**src/rtl/pppdc_pkg.sv**
```systemverilog
// ----------------------------------------------------------------------------
// pppdc_pkg
// Shared types, constants and helpers for the flag/escape deframer with the
// chained 16-bit frame checksum.
// ----------------------------------------------------------------------------
package pppdc_pkg;

    // Configuration register indexes.
    localparam int unsigned CFG_INDEX_W = 1;
    localparam logic [CFG_INDEX_W-1:0] CFG_FLAG   = 1'b0;
    localparam logic [CFG_INDEX_W-1:0] CFG_ESCAPE = 1'b1;

    // Reset values of the delimiter and escape registers.
    localparam logic [7:0] FLAG_RESET   = 8'h7E;
    localparam logic [7:0] ESCAPE_RESET = 8'h7D;

    // Result kinds.
    localparam logic KIND_DATA    = 1'b0;
    localparam logic KIND_SUMMARY = 1'b1;

    // Number of released header bytes before payload starts.
    localparam logic [2:0] HDR_DONE = 3'd4;

    // Sum that marks a good frame.
    localparam logic [15:0] SUM_GOOD = 16'hFFFF;

    // One result transaction.
    typedef struct packed {
        logic        kind;
        logic [7:0]  data_byte;
        logic [7:0]  address_field;
        logic [7:0]  control_field;
        logic [15:0] protocol_field;
        logic [15:0] checksum_field;
        logic        integrity_ok;
        logic        short_frame;
    } result_t;

    // Status of the result buffer as seen by the deframer.
    typedef struct packed {
        logic valid;
        logic full;
    } buf_status_t;

    // 16-bit add with carry in; bit 16 of the result is the carry out.
    function automatic logic [16:0] sum_add(input logic [15:0] a,
                                            input logic [15:0] b,
                                            input logic        cin);
        sum_add = {1'b0, a} + {1'b0, b} + {16'd0, cin};
    endfunction

endpackage

```
**src/rtl/pppdc_out_buf.sv**
```systemverilog
// ----------------------------------------------------------------------------
// pppdc_out_buf
// Two-entry result buffer. Entry 0 drives the output channel; entry 1 holds
// a second result while the receiver stalls.
// ----------------------------------------------------------------------------
module pppdc_out_buf
    import pppdc_pkg::*;
(
    input  logic        clk,
    input  logic        rst_n,
    input  logic        push,
    input  result_t     push_data,
    input  logic        pop,
    output buf_status_t status,
    output result_t     head
);

    logic [1:0] count_reg;
    logic [1:0] count_next;
    result_t    slot0_reg;
    result_t    slot1_reg;
    logic       do_pop;

    assign do_pop       = pop && (count_reg != 2'd0);
    assign status.valid = (count_reg != 2'd0);
    assign status.full  = (count_reg == 2'd2);
    assign head         = slot0_reg;

    // Occupancy count; a push only arrives when the buffer is not full.
    always_comb
    begin
        count_next = count_reg;
        if (push && !do_pop)
        begin
            count_next = count_reg + 2'd1;
        end
        else if (!push && do_pop)
        begin
            count_next = count_reg - 2'd1;
        end
    end

    always_ff @(posedge clk or negedge rst_n)
    begin
        if (!rst_n)
        begin
            count_reg <= 2'd0;
        end
        else
        begin
            count_reg <= count_next;
        end
    end

    // Entry storage: shift forward on a pop, fill the first free entry on a push.
    always_ff @(posedge clk)
    begin
        if (do_pop)
        begin
            if (count_reg == 2'd2)
            begin
                slot0_reg <= slot1_reg;
            end
            else if (push)
            begin
                slot0_reg <= push_data;
            end
        end
        else if (push)
        begin
            if (count_reg == 2'd0)
            begin
                slot0_reg <= push_data;
            end
            else
            begin
                slot1_reg <= push_data;
            end
        end
    end

endmodule

```
**src/rtl/ppp_style_deframer_checksum_core.sv**
```systemverilog
// ----------------------------------------------------------------------------
// ppp_style_deframer_checksum_core
// Flag/escape byte-stream deframer with header capture, payload unescaping
// and a chained 16-bit checksum test.
// ----------------------------------------------------------------------------
// Usage:
//   The input channel (in_valid/in_ready/rx_byte) takes one raw line byte per
//   transaction. Each byte yields zero or one result transaction on the
//   output channel (out_valid/out_ready): a payload data byte (kind 0) or an
//   end-of-frame summary (kind 1) with header fields, received checksum,
//   integrity and short-frame flags.
//   The frame state is updated in the cycle a byte is accepted and its result
//   is registered at that same edge. One byte is taken every cycle while
//   in_ready is high; the rate is set by a single 16-bit add (two in series
//   on the closing flag) and the frame state registers.
//   Results go through a two-entry buffer. While the receiver stalls, the
//   block keeps taking bytes until both entries are filled, then drops
//   in_ready until an entry frees up.
//   The configuration channel (cfg_valid/cfg_ready/cfg_index/cfg_data) sets
//   the flag value (index 0) and escape value (index 1); it is always ready.
//   Reset clears the frame state and buffer, and restores flag 0x7E and
//   escape 0x7D.
// ----------------------------------------------------------------------------
module ppp_style_deframer_checksum_core
    import pppdc_pkg::*;
(
    input  logic                   clk,
    input  logic                   rst_n,
    // Configuration channel
    input  logic                   cfg_valid,
    output logic                   cfg_ready,
    input  logic [CFG_INDEX_W-1:0] cfg_index,
    input  logic [7:0]             cfg_data,
    // Input byte channel
    input  logic                   in_valid,
    output logic                   in_ready,
    input  logic [7:0]             rx_byte,
    // Result channel
    output logic                   out_valid,
    input  logic                   out_ready,
    output logic                   kind,
    output logic [7:0]             data_byte,
    output logic [7:0]             address_field,
    output logic [7:0]             control_field,
    output logic [15:0]            protocol_field,
    output logic [15:0]            checksum_field,
    output logic                   integrity_ok,
    output logic                   short_frame
);

    // Configuration registers
    logic [7:0] flag_reg;
    logic [7:0] escape_reg;

    // Frame state
    logic        in_frame_reg,    in_frame_next;
    logic        line_esc_reg,    line_esc_next;
    logic        pay_esc_reg,     pay_esc_next;
    logic [2:0]  rel_count_reg,   rel_count_next;
    logic [1:0]  held_count_reg,  held_count_next;
    logic [7:0]  hold0_reg,       hold0_next;
    logic [7:0]  hold1_reg,       hold1_next;
    logic [7:0]  address_reg,     address_next;
    logic [7:0]  control_reg,     control_next;
    logic [15:0] protocol_reg,    protocol_next;
    logic [15:0] sum_reg,         sum_next;
    logic        carry_reg,       carry_next;
    logic [7:0]  pend_byte_reg,   pend_byte_next;
    logic        pend_valid_reg,  pend_valid_next;

    // Step results
    logic        accept;
    logic        is_flag;
    logic        emit;
    result_t     result;
    logic [7:0]  rel_byte;
    logic [16:0] add_a;
    logic [16:0] add_b;
    logic [7:0]  chk_hi;
    logic [7:0]  chk_lo;
    logic        close_short;

    buf_status_t buf_status;
    result_t     buf_head;

    assign accept    = in_valid && in_ready;
    assign in_ready  = !buf_status.full;
    assign cfg_ready = 1'b1;
    assign is_flag   = (rx_byte == flag_reg) && !line_esc_reg;
    assign rel_byte  = hold0_reg;

    // Configuration writes.
    always_ff @(posedge clk or negedge rst_n)
    begin
        if (!rst_n)
        begin
            flag_reg   <= FLAG_RESET;
            escape_reg <= ESCAPE_RESET;
        end
        else if (cfg_valid && cfg_ready)
        begin
            case (cfg_index)
                CFG_FLAG:   flag_reg   <= cfg_data;
                CFG_ESCAPE: escape_reg <= cfg_data;
                default:    ;
            endcase
        end
    end

    // Close-time checksum bytes; missing held bytes read as zero.
    assign chk_hi      = (held_count_reg >= 2'd1) ? hold0_reg : 8'd0;
    assign chk_lo      = (held_count_reg == 2'd2) ? hold1_reg : 8'd0;
    assign close_short = !((rel_count_reg >= HDR_DONE) && (held_count_reg == 2'd2));

    // Per-byte frame processing.
    always_comb
    begin
        in_frame_next   = in_frame_reg;
        line_esc_next   = line_esc_reg;
        pay_esc_next    = pay_esc_reg;
        rel_count_next  = rel_count_reg;
        held_count_next = held_count_reg;
        hold0_next      = hold0_reg;
        hold1_next      = hold1_reg;
        address_next    = address_reg;
        control_next    = control_reg;
        protocol_next   = protocol_reg;
        sum_next        = sum_reg;
        carry_next      = carry_reg;
        pend_byte_next  = pend_byte_reg;
        pend_valid_next = pend_valid_reg;
        emit            = 1'b0;
        result          = '0;
        add_a           = '0;
        add_b           = '0;

        if (is_flag)
        begin
            if (in_frame_reg)
            begin
                // Closing flag: fold in the padded pending byte and the checksum.
                if (pend_valid_reg)
                begin
                    add_a = sum_add(sum_reg, {pend_byte_reg, 8'd0}, carry_reg);
                end
                else
                begin
                    add_a = {carry_reg, sum_reg};
                end
                add_b = sum_add(add_a[15:0], {chk_hi, chk_lo}, add_a[16]);

                emit                  = 1'b1;
                result.kind           = KIND_SUMMARY;
                result.address_field  = address_reg;
                result.control_field  = control_reg;
                result.protocol_field = protocol_reg;
                result.checksum_field = {chk_hi, chk_lo};
                result.integrity_ok   = !close_short && (add_b[15:0] == SUM_GOOD);
                result.short_frame    = close_short;

                // Every frame entry returns to its reset value.
                in_frame_next   = 1'b0;
                line_esc_next   = 1'b0;
                pay_esc_next    = 1'b0;
                rel_count_next  = 3'd0;
                held_count_next = 2'd0;
                hold0_next      = 8'd0;
                hold1_next      = 8'd0;
                address_next    = 8'd0;
                control_next    = 8'd0;
                protocol_next   = 16'd0;
                sum_next        = 16'd0;
                carry_next      = 1'b0;
                pend_byte_next  = 8'd0;
                pend_valid_next = 1'b0;
            end
        end
        else
        begin
            in_frame_next = 1'b1;
            line_esc_next = line_esc_reg ? 1'b0 : (rx_byte == escape_reg);

            if (held_count_reg == 2'd2)
            begin
                // Shift the holdback and release the oldest byte.
                hold0_next = hold1_reg;
                hold1_next = rx_byte;
                case (rel_count_reg)
                    3'd0:
                    begin
                        address_next   = rel_byte;
                        rel_count_next = 3'd1;
                    end
                    3'd1:
                    begin
                        control_next   = rel_byte;
                        rel_count_next = 3'd2;
                    end
                    3'd2:
                    begin
                        protocol_next  = {rel_byte, 8'd0};
                        rel_count_next = 3'd3;
                    end
                    3'd3:
                    begin
                        // Header complete: sum restarts with the two header words.
                        protocol_next  = {protocol_reg[15:8], rel_byte};
                        rel_count_next = HDR_DONE;
                        add_a          = sum_add({address_reg, control_reg},
                                                 {protocol_reg[15:8], rel_byte}, 1'b0);
                        sum_next       = add_a[15:0];
                        carry_next     = add_a[16];
                    end
                    default:
                    begin
                        if (!pay_esc_reg && (rel_byte == escape_reg))
                        begin
                            pay_esc_next = 1'b1;
                        end
                        else
                        begin
                            pay_esc_next = 1'b0;
                            if (pend_valid_reg)
                            begin
                                add_a           = sum_add(sum_reg, {pend_byte_reg, rel_byte},
                                                          carry_reg);
                                sum_next        = add_a[15:0];
                                carry_next      = add_a[16];
                                pend_valid_next = 1'b0;
                                pend_byte_next  = 8'd0;
                            end
                            else
                            begin
                                pend_byte_next  = rel_byte;
                                pend_valid_next = 1'b1;
                            end
                            emit             = 1'b1;
                            result.kind      = KIND_DATA;
                            result.data_byte = rel_byte;
                        end
                    end
                endcase
            end
            else
            begin
                // Still filling the two-byte holdback.
                if (held_count_reg == 2'd0)
                begin
                    hold0_next = rx_byte;
                end
                else
                begin
                    hold1_next = rx_byte;
                end
                held_count_next = held_count_reg + 2'd1;
            end
        end
    end

    // Frame state registers, updated once per accepted byte.
    always_ff @(posedge clk or negedge rst_n)
    begin
        if (!rst_n)
        begin
            in_frame_reg   <= 1'b0;
            line_esc_reg   <= 1'b0;
            pay_esc_reg    <= 1'b0;
            rel_count_reg  <= 3'd0;
            held_count_reg <= 2'd0;
            hold0_reg      <= 8'd0;
            hold1_reg      <= 8'd0;
            address_reg    <= 8'd0;
            control_reg    <= 8'd0;
            protocol_reg   <= 16'd0;
            sum_reg        <= 16'd0;
            carry_reg      <= 1'b0;
            pend_byte_reg  <= 8'd0;
            pend_valid_reg <= 1'b0;
        end
        else if (accept)
        begin
            in_frame_reg   <= in_frame_next;
            line_esc_reg   <= line_esc_next;
            pay_esc_reg    <= pay_esc_next;
            rel_count_reg  <= rel_count_next;
            held_count_reg <= held_count_next;
            hold0_reg      <= hold0_next;
            hold1_reg      <= hold1_next;
            address_reg    <= address_next;
            control_reg    <= control_next;
            protocol_reg   <= protocol_next;
            sum_reg        <= sum_next;
            carry_reg      <= carry_next;
            pend_byte_reg  <= pend_byte_next;
            pend_valid_reg <= pend_valid_next;
        end
    end

    // Result buffer between the deframer and the output channel.
    pppdc_out_buf u_out_buf (
        .clk       (clk),
        .rst_n     (rst_n),
        .push      (accept && emit),
        .push_data (result),
        .pop       (out_ready),
        .status    (buf_status),
        .head      (buf_head)
    );

    assign out_valid      = buf_status.valid;
    assign kind           = buf_head.kind;
    assign data_byte      = buf_head.data_byte;
    assign address_field  = buf_head.address_field;
    assign control_field  = buf_head.control_field;
    assign protocol_field = buf_head.protocol_field;
    assign checksum_field = buf_head.checksum_field;
    assign integrity_ok   = buf_head.integrity_ok;
    assign short_frame    = buf_head.short_frame;

    // A closing flag always leaves a result waiting in the next cycle.
    a_close_gives_result: assert property (@(posedge clk) disable iff (!rst_n)
        (accept && is_flag && in_frame_reg) |=> out_valid)
        else $error("closing flag produced no result");

    // After a closing flag the block is between frames with an empty holdback.
    a_close_clears_frame: assert property (@(posedge clk) disable iff (!rst_n)
        (accept && is_flag && in_frame_reg) |=>
            (!in_frame_reg && held_count_reg == 2'd0 && rel_count_reg == 3'd0))
        else $error("frame state not cleared at close");

    // Counters stay within their ranges.
    a_count_range: assert property (@(posedge clk) disable iff (!rst_n)
        (held_count_reg != 2'd3) && (rel_count_reg <= HDR_DONE))
        else $error("frame counter out of range");

    // Payload is only emitted once the header has been taken.
    a_data_after_header: assert property (@(posedge clk) disable iff (!rst_n)
        (accept && emit && (result.kind == KIND_DATA)) |-> (rel_count_reg == HDR_DONE))
        else $error("payload byte emitted before header complete");

endmodule
```
**config.mk**
```make
export PLATFORM = sky130hd
export DESIGN_NAME = ppp_style_deframer_checksum_core
export DESIGN_NICKNAME = d
export VERILOG_FILES = /design/src/rtl/pppdc_pkg.sv /design/src/rtl/pppdc_out_buf.sv /design/src/rtl/ppp_style_deframer_checksum_core.sv
export SDC_FILE = /design/constraint.sdc
export NUM_CORES = 1
export LEC_CHECK = 0
export BUFFER_PORTS_ARGS = -buffer_cell sky130_fd_sc_hd__buf_2
export CORE_ASPECT_RATIO = 0.6
export CORE_MARGIN = 4
export CORE_UTILIZATION = 54
export DETAILED_ROUTE_END_ITERATION = 10
export GPL_ROUTABILITY_DRIVEN = 0
export PLACE_DENSITY_LB_ADDON = 0.2
export SETUP_SLACK_MARGIN = 0.5
export SYNTH_ARGS = -nofsm -noshare
export SYNTH_HDL_FRONTEND = slang
export SYNTH_SLANG_ARGS = --single-unit
export TNS_END_PERCENT = 10
```
**constraint.sdc**
```tcl
create_clock -name clk -period 8.5 [get_ports clk]
set_input_delay 1.275 -clock clk [delete_from_list [all_inputs] [get_ports clk]]
set_output_delay 1.275 -clock clk [all_outputs]
set_load 0.05 [all_outputs]
```
# Word level (Yosys, flattened, before mapping)
# Cells that the tools add are included.
# W data, S select, Z words.
[op_classes]
n_addsub = 10
order_cmp = 2
n_eq_ne = 17
mux = 76
n_bitwise = 3
reduce_logical = 49
[ops]
columns = ["cell", "count"]
rows = [
  ["$mux W59", 5],
  ["$mux W8", 24],
  ["$mux W16", 7],
  ["$mux W50", 2],
  ["$pmux W16 S2", 2],
  ["$add A16 B16 Y17", 3],
  ["$mux W17", 3],
  ["$add A17 B1 Y17", 2],
  ["$eq A8 B8 Y1", 3],
  ["$mux W1", 23],
  ["$reduce_and A4 Y1", 5],
  ["$reduce_bool A2 Y1", 9],
  ["$add A16 B1 Y16", 1],
  ["$add A16 B16 Y16", 1],
  ["$eq A16 B16 Y1 const B", 1],
  ["$reduce_and A3 Y1", 5],
  ["$pmux W3 S4", 1],
  ["$mux W2", 5],
  ["$reduce_and A5 Y1", 2],
  ["$logic_and A1 B1 Y1", 9],
  ["$mux W3", 3],
  ["$reduce_bool A3 Y1", 3],
  ["$ne A2 B2 Y1 const B", 4],
  ["$eq A3 B2 Y1 const B", 2],
  ["19 further kinds", 32],
]
[totals]
reg_bits = 218
inputBits = 22
out_inout_bits = 62
wordCells = 191

# Depth between registers and ports, before layout
[logic_depth]
ltp_word = 14
depth_mapped = 19
depth_no_buf = 19

# By module
# A second synthesis with hierarchy kept.
[unflattened]
cells_unflattened = 1049
area_unflattened_um2 = 11913.9
[by_module_without_submodules]
columns = ["mod", "n_inst", "cells_per_inst", "area_each_um2", "seq_area_each_um2"]
rows = [
  ["ppp_style_deframer_checksum_core", 1, 851, 7475.9, 2467.4],
  ["pppdc_out_buf", 1, 198, 4438.0, 3593.4],
]

# Worst setup path after synthesis
# OpenSTA, ideal clock, no wires.
[synth_path]
path_type = "input to register"
start = "input port rx_byte[6]"
end = "register u_out_buf.slot1_reg[0] in the netlist's numbering (enable)"
setup_ns = 0.549
arrival_ns = 6.799
required_time_ns = 7.951
slack_ns = 1.152
stages = 11
n_path_buf = 3
path_cell_list = "xor2_1 nor4_2 and3_1 buf_4 nand2_4 clkinv_2 a21oi_1 or2_0 clkbuf_1 buf_2 nor3_1"
[synth_via]
elab_chain_cells = 5
[synth_rtl]
columns = ["element", "line", "source"]
rows = [
  ["start: declaration", "ppp_style_deframer_checksum_core.sv:37", "input logic [7:0] rx_byte,"],
  ["$eq A8 B8 Y1", "ppp_style_deframer_checksum_core.sv:89", "assign is_flag = (rx_byte == flag_reg) && !line_esc_reg;"],
  ["$logic_and A1 B1 Y1", "ppp_style_deframer_checksum_core.sv:89", ""],
  ["$mux W1", "ppp_style_deframer_checksum_core.sv:137", "if (is_flag)"],
  ["$logic_and A1 B1 Y1", "ppp_style_deframer_checksum_core.sv:303", ".push (accept && emit),"],
  ["$reduce_and A3 Y1 (no source line)", "-", ""],
  ["end signal: assignment", "pppdc_out_buf.sv:77", "slot1_reg <= push_data;"],
  ["end: declaration", "pppdc_out_buf.sv:21", "result_t slot1_reg;"],
]
# Every way passes these cells.
# A chain may end at the register's enable or synchronous reset.

# Worst setup path in the final report
[layout_path]
start = "register sum_reg[9]"
end = "register u_out_buf.slot0_reg, in the netlist u_out_buf.head[1] (data pin)"
[layout_via]
elab_chain_cells = 14
word_cells_on_any_way = 16
classes_between = "add/sub (4); eq/ne (1); mux (10); reduce/logical (1)"
[layout_rtl]
columns = ["element", "line", "source"]
rows = [
  ["start: declaration", "ppp_style_deframer_checksum_core.sv:66", "logic [15:0] sum_reg, sum_next;"],
  ["start signal: assignment", "ppp_style_deframer_checksum_core.sv:292", "sum_reg <= sum_next;"],
  ["$add A16 B16 Y17", "pppdc_pkg.sv:49", "sum_add = {1'b0, a} + {1'b0, b} + {16'd0, cin};"],
  ["$add A17 B1 Y17", "pppdc_pkg.sv:49", ""],
  ["$mux W17 *", "ppp_style_deframer_checksum_core.sv:142", "if (pend_valid_reg)"],
  ["$mux W17 *", "ppp_style_deframer_checksum_core.sv:139", "if (in_frame_reg)"],
  ["$mux W17 *", "ppp_style_deframer_checksum_core.sv:137", ""],
  ["$add A16 B16 Y16", "pppdc_pkg.sv:49", ""],
  ["$add A16 B1 Y16 *", "pppdc_pkg.sv:49", ""],
  ["$eq A16 B16 Y1 *", "ppp_style_deframer_checksum_core.sv:158", "result.integrity_ok = !close_short && (add_b[15:0] == SUM_GOOD);"],
  ["$logic_and A1 B1 Y1 *", "ppp_style_deframer_checksum_core.sv:158", ""],
  ["$mux W50 *", "ppp_style_deframer_checksum_core.sv:139", ""],
  ["$mux W50 *", "ppp_style_deframer_checksum_core.sv:137", ""],
  ["$mux W59, on equally long branches", "pppdc_out_buf.sv:71, pppdc_out_buf.sv:64", ""],
  ["$mux W59, on equally long branches", "pppdc_out_buf.sv:69, pppdc_out_buf.sv:60", ""],
  ["$mux W59 *", "pppdc_out_buf.sv:58", "if (do_pop)"],
  ["end signal: assignment", "pppdc_out_buf.sv:62", "slot0_reg <= slot1_reg;"],
  ["end signal: assignment", "pppdc_out_buf.sv:66", "slot0_reg <= push_data;"],
  ["end signal: assignment", "pppdc_out_buf.sv:73", "slot0_reg <= push_data;"],
  ["end: declaration", "pppdc_out_buf.sv:20", "result_t slot0_reg;"],
]
# Every way passes the cells marked *; elsewhere a longest branch is shown, timed or not. The select of a mux whose other input is x is not followed.

==> results by group <==
Run status
  • Status: completed

STA
  • Clock skew: 0.0190 ns
  • TNS Setup: 0 ns
  • Unrepaired setup endpoints after global routing: no
  • Final setup fails: 0
  • Worst-margin pin slew: 1.24 ns
  • Slew Viols, Final: 0
  • Fin. Hold Viols: 0
  • Max-Slew Margin vs Limit: 0.176
  • Fin crit share: 0.561
  • Minimum clock period: 4.77 ns
  • Fmax: 210 MHz

GRT
  • First-pass GRT wire length: 45.4 mm
  • Total global routing overflow: 0
  • GR Util All Layers: 0.238
  • Number of global-route vias before repair: 7,940
  • Largest net degree at the start of global routing: 74
  • Initial antenna violation count: 1

Critical path
  • Worst Setup End Kind: register
  • Delay-heaviest family, CP: simple AND/OR/NAND/NOR gates
  • Critical path class: register to register
  • Worst path slowest cell: fa_1
  • Crit-path cells: ha_1 -> nand2_1 -> nand2_1 -> nand3_1 -> a21oi_1 -> a211oi_1 -> a31oi_1 -> fa_1 -> fa_1 -> nand4_1 -> or4_1 -> nor4_1 -> nand3_1 -> nor4b_1 -> and4_1 -> nand4_1 -> o21ai_1
  • Crit-path max cell delay: 0.49 ns
  • Crit path required time: 8.87 ns
  • Setup crit start kind: register
  • Crit. path cell count: 17
  • WP buf/inv: 0
  • FF-to-FF path depth: 17
  • Worst Path Arrival: 5.13 ns
  • Crit path max fanout: 6

Routing
  • Number of remaining DRC errors: 0
  • Met2 Wirelength: 10.8 mm
  • Initial DRC count: 895
  • Final ANT Viol Nets: 0
  • M1 WL: 14.6 mm
  • Met3 WL: 3.31 mm
  • DR top layer: met5
  • First-pass DRT Iterations: 5
  • Routed wire length: 29.3 mm
  • Via/cell ratio: 5.95
  • Vias: 8,568
  • Routed WL per cell: 20.3 um

Power and ir drop
  • Pwr dens: 389 mW/mm^2
  • Leakage: 0.00558 uW
  • Max VDD drop: 0.000257 V
  • Total power: 5140 uW

Placed design
  • PortBufs: 82
  • Dpl hpwl: 21.0 mm
  • Dpl cell area: 0.0125 mm^2

Synthesis
  • Mean Syn Cell Area: 11.0 um^2
  • Fraction of registers with async set/reset: 0.459
  • Commonest cells post-synth: 118 x edfxtp_1, 95 x nand2_1, 88 x dfrtp_1, 88 x mux2_2, 71 x o21ai_0
  • Mapped Nets: 1,159
  • Mapped Area: 0.0119 mm^2
  • Number of flops mapped to enable cells by yosys: 118
  • Top FF cell, synth: edfxtp_1
  • Post-synthesis register bit count: 218
  • Yosys top cell by area: edfxtp_1
  • Yosys cell types: 67
  • Most numerous cell in the Yosys netlist: edfxtp_1
  • Sequential share of the synthesized area: 0.510
  • Mapped Cells: 1,082
  • Yosys warning total: 0
  • Yosys top cell area share: 0.298
  • Synth top area cells: edfxtp_1 30%, dfrtp_1 19%, mux2_2 8.3%, ha_1 5.3%, nand2_1 3.0%

Floorplan
  • Die Wd: 199 um
  • Row count: 41
  • Core Area: 0.0213 mm^2
  • I/O Pins: 84
  • Die Area: 0.0245 mm^2
  • Die Height: 123 um
  • Initial Util: 0.558

Clock network
  • Clock tree from TritonCTS: yes
  • Clock transition at path regs: 0.07 ns
  • H-tree levels: 1
  • Later-pin clock latency in the skew report: 0.52 ns
  • Clk sink count: 218
  • Cts-stage hold buffer count: 0
  • TritonCTS Buffers: 22
  • Post-CTS Setup Repair Bufs: 0
  • CTS root buf: clkbuf_16
  • Post_cts resized: 0
  • Clock Path Buffers: 3

Final layout
  • Design Area, Final: 0.0132 mm^2
  • Share of layout cells above drive strength 1: 0.212
  • Final net count: 1,223
  • Final design utilization: 0.620
  • # diodes: 0
  • Synth-to-Final Area Change: 11.1%

Flow run
  • Max Cap Viol: 0

Worst hold path
  • Hold Path Depth: 2
  • Hold Crit Class: register to register
==> layout by cell type (no fill, tap or decap), types with 3 or more instances in the layout <==
cell type / n
edfxtp_1: 118
nand2_1: 95
mux2_2: 88
dfrtp_1: 88
buf_2: 81
o21ai_0: 71
nor2_1: 66
inv_1: 53
ha_1: 50
a21oi_1: 49
xnor2_1: 40
and3_1: 37
xor2_1: 36
nor3_1: 32
nand3_1: 29
clkbuf_16: 23
a22o_1: 19
o31ai_1: 16
buf_4: 13
nand4_1: 12
dfstp_2: 12
and2_1: 10
a21o_1: 9
nor2b_1: 9
o21bai_1: 8
a31oi_1: 6
o21a_1: 6
o211ai_1: 6
clkinvlp_4: 6
nand2b_1: 5
nor4_1: 5
fa_1: 5
a211oi_1: 4
clkinv_2: 3
clkinv_1: 3
clkbuf_1: 3
==> power by group <==
part | switching [uW] | internal [uW]
Sequential | 293 | 1480
Combinational | 1550 | 862
Clock | 422 | 528
==> logic make-up after synthesis <==
logic type	Yosys count	synth area share
flip-flops	218	0.510
AO/OA/AOI/OAI	216	0.118
AND/OR/NAND/NOR	317	0.130
buffers and inverters	108	0.0376
other	1	0.000316
adder cells (fa/ha/maj)	55	0.0611
multiplexers	90	0.0851
XOR/XNOR	77	0.0579
==> path summary, 6_finish.rpt <==
kind	start	end	slack [ns]
worst min register to register	protocol_reg[4]	protocol_reg[4]	0.48
worst max-delay path	sum_reg[9]	u_out_buf.head[1]	3.73
min in group asynchronous	rst_n	sum_reg[11]	0.68
worst min-delay path	protocol_reg[4]	protocol_reg[4]	0.48
worst max register to register	sum_reg[9]	u_out_buf.head[1]	3.73
max in group asynchronous	rst_n	address_reg[6]	6.55
==> worst register-to-register path: stages (launching register included) <==
cell and delay (ns):
dfrtp_1 0.41, ha_1 0.40, nand2_1 0.12, nand2_1 0.13, nand3_1 0.16, a21oi_1 0.09
a211oi_1 0.34, a31oi_1 0.20, fa_1 0.47, fa_1 0.49, nand4_1 0.07, or4_1 0.48
nor4_1 0.39, nand3_1 0.14, nor4b_1 0.28, and4_1 0.22, nand4_1 0.09, o21ai_1 0.13
==> cell type report <==
| class | instances | area, um^2 |
|---|---|---|
| Multi-Input combinational cell | 756 | 5390 |
| Clock inverter | 13 | 108 |
| Inverter | 54 | 204 |
| Clock buffer | 26 | 587 |
| Tap cell | 279 | 349 |
| Sequential cell | 218 | 6060 |
| Fill cell | 1723 | 8090 |
| Timing Repair Buffer | 94 | 503 |
==> metal layers <==
layer,track usage,up-vias
met5,0,-
met4,0.0450,4
met3,0.0667,45
met2,0.297,358
met1,0.403,4148
li1,-,4013
==> metrics by stage <==
step                      setup slack [ns]  hold WS (ns)  std cells
after detailed placement              3.46         0.466       1401
after floorplan                       1.15         0.442       1082
final                                 3.73         0.478       1440
after CTS                             3.86         0.481       1440
after global routing                  3.49         0.501       1440
after global placement                3.56         0.458       1401
No activity file was read; power rests on OpenSTA's default activity.
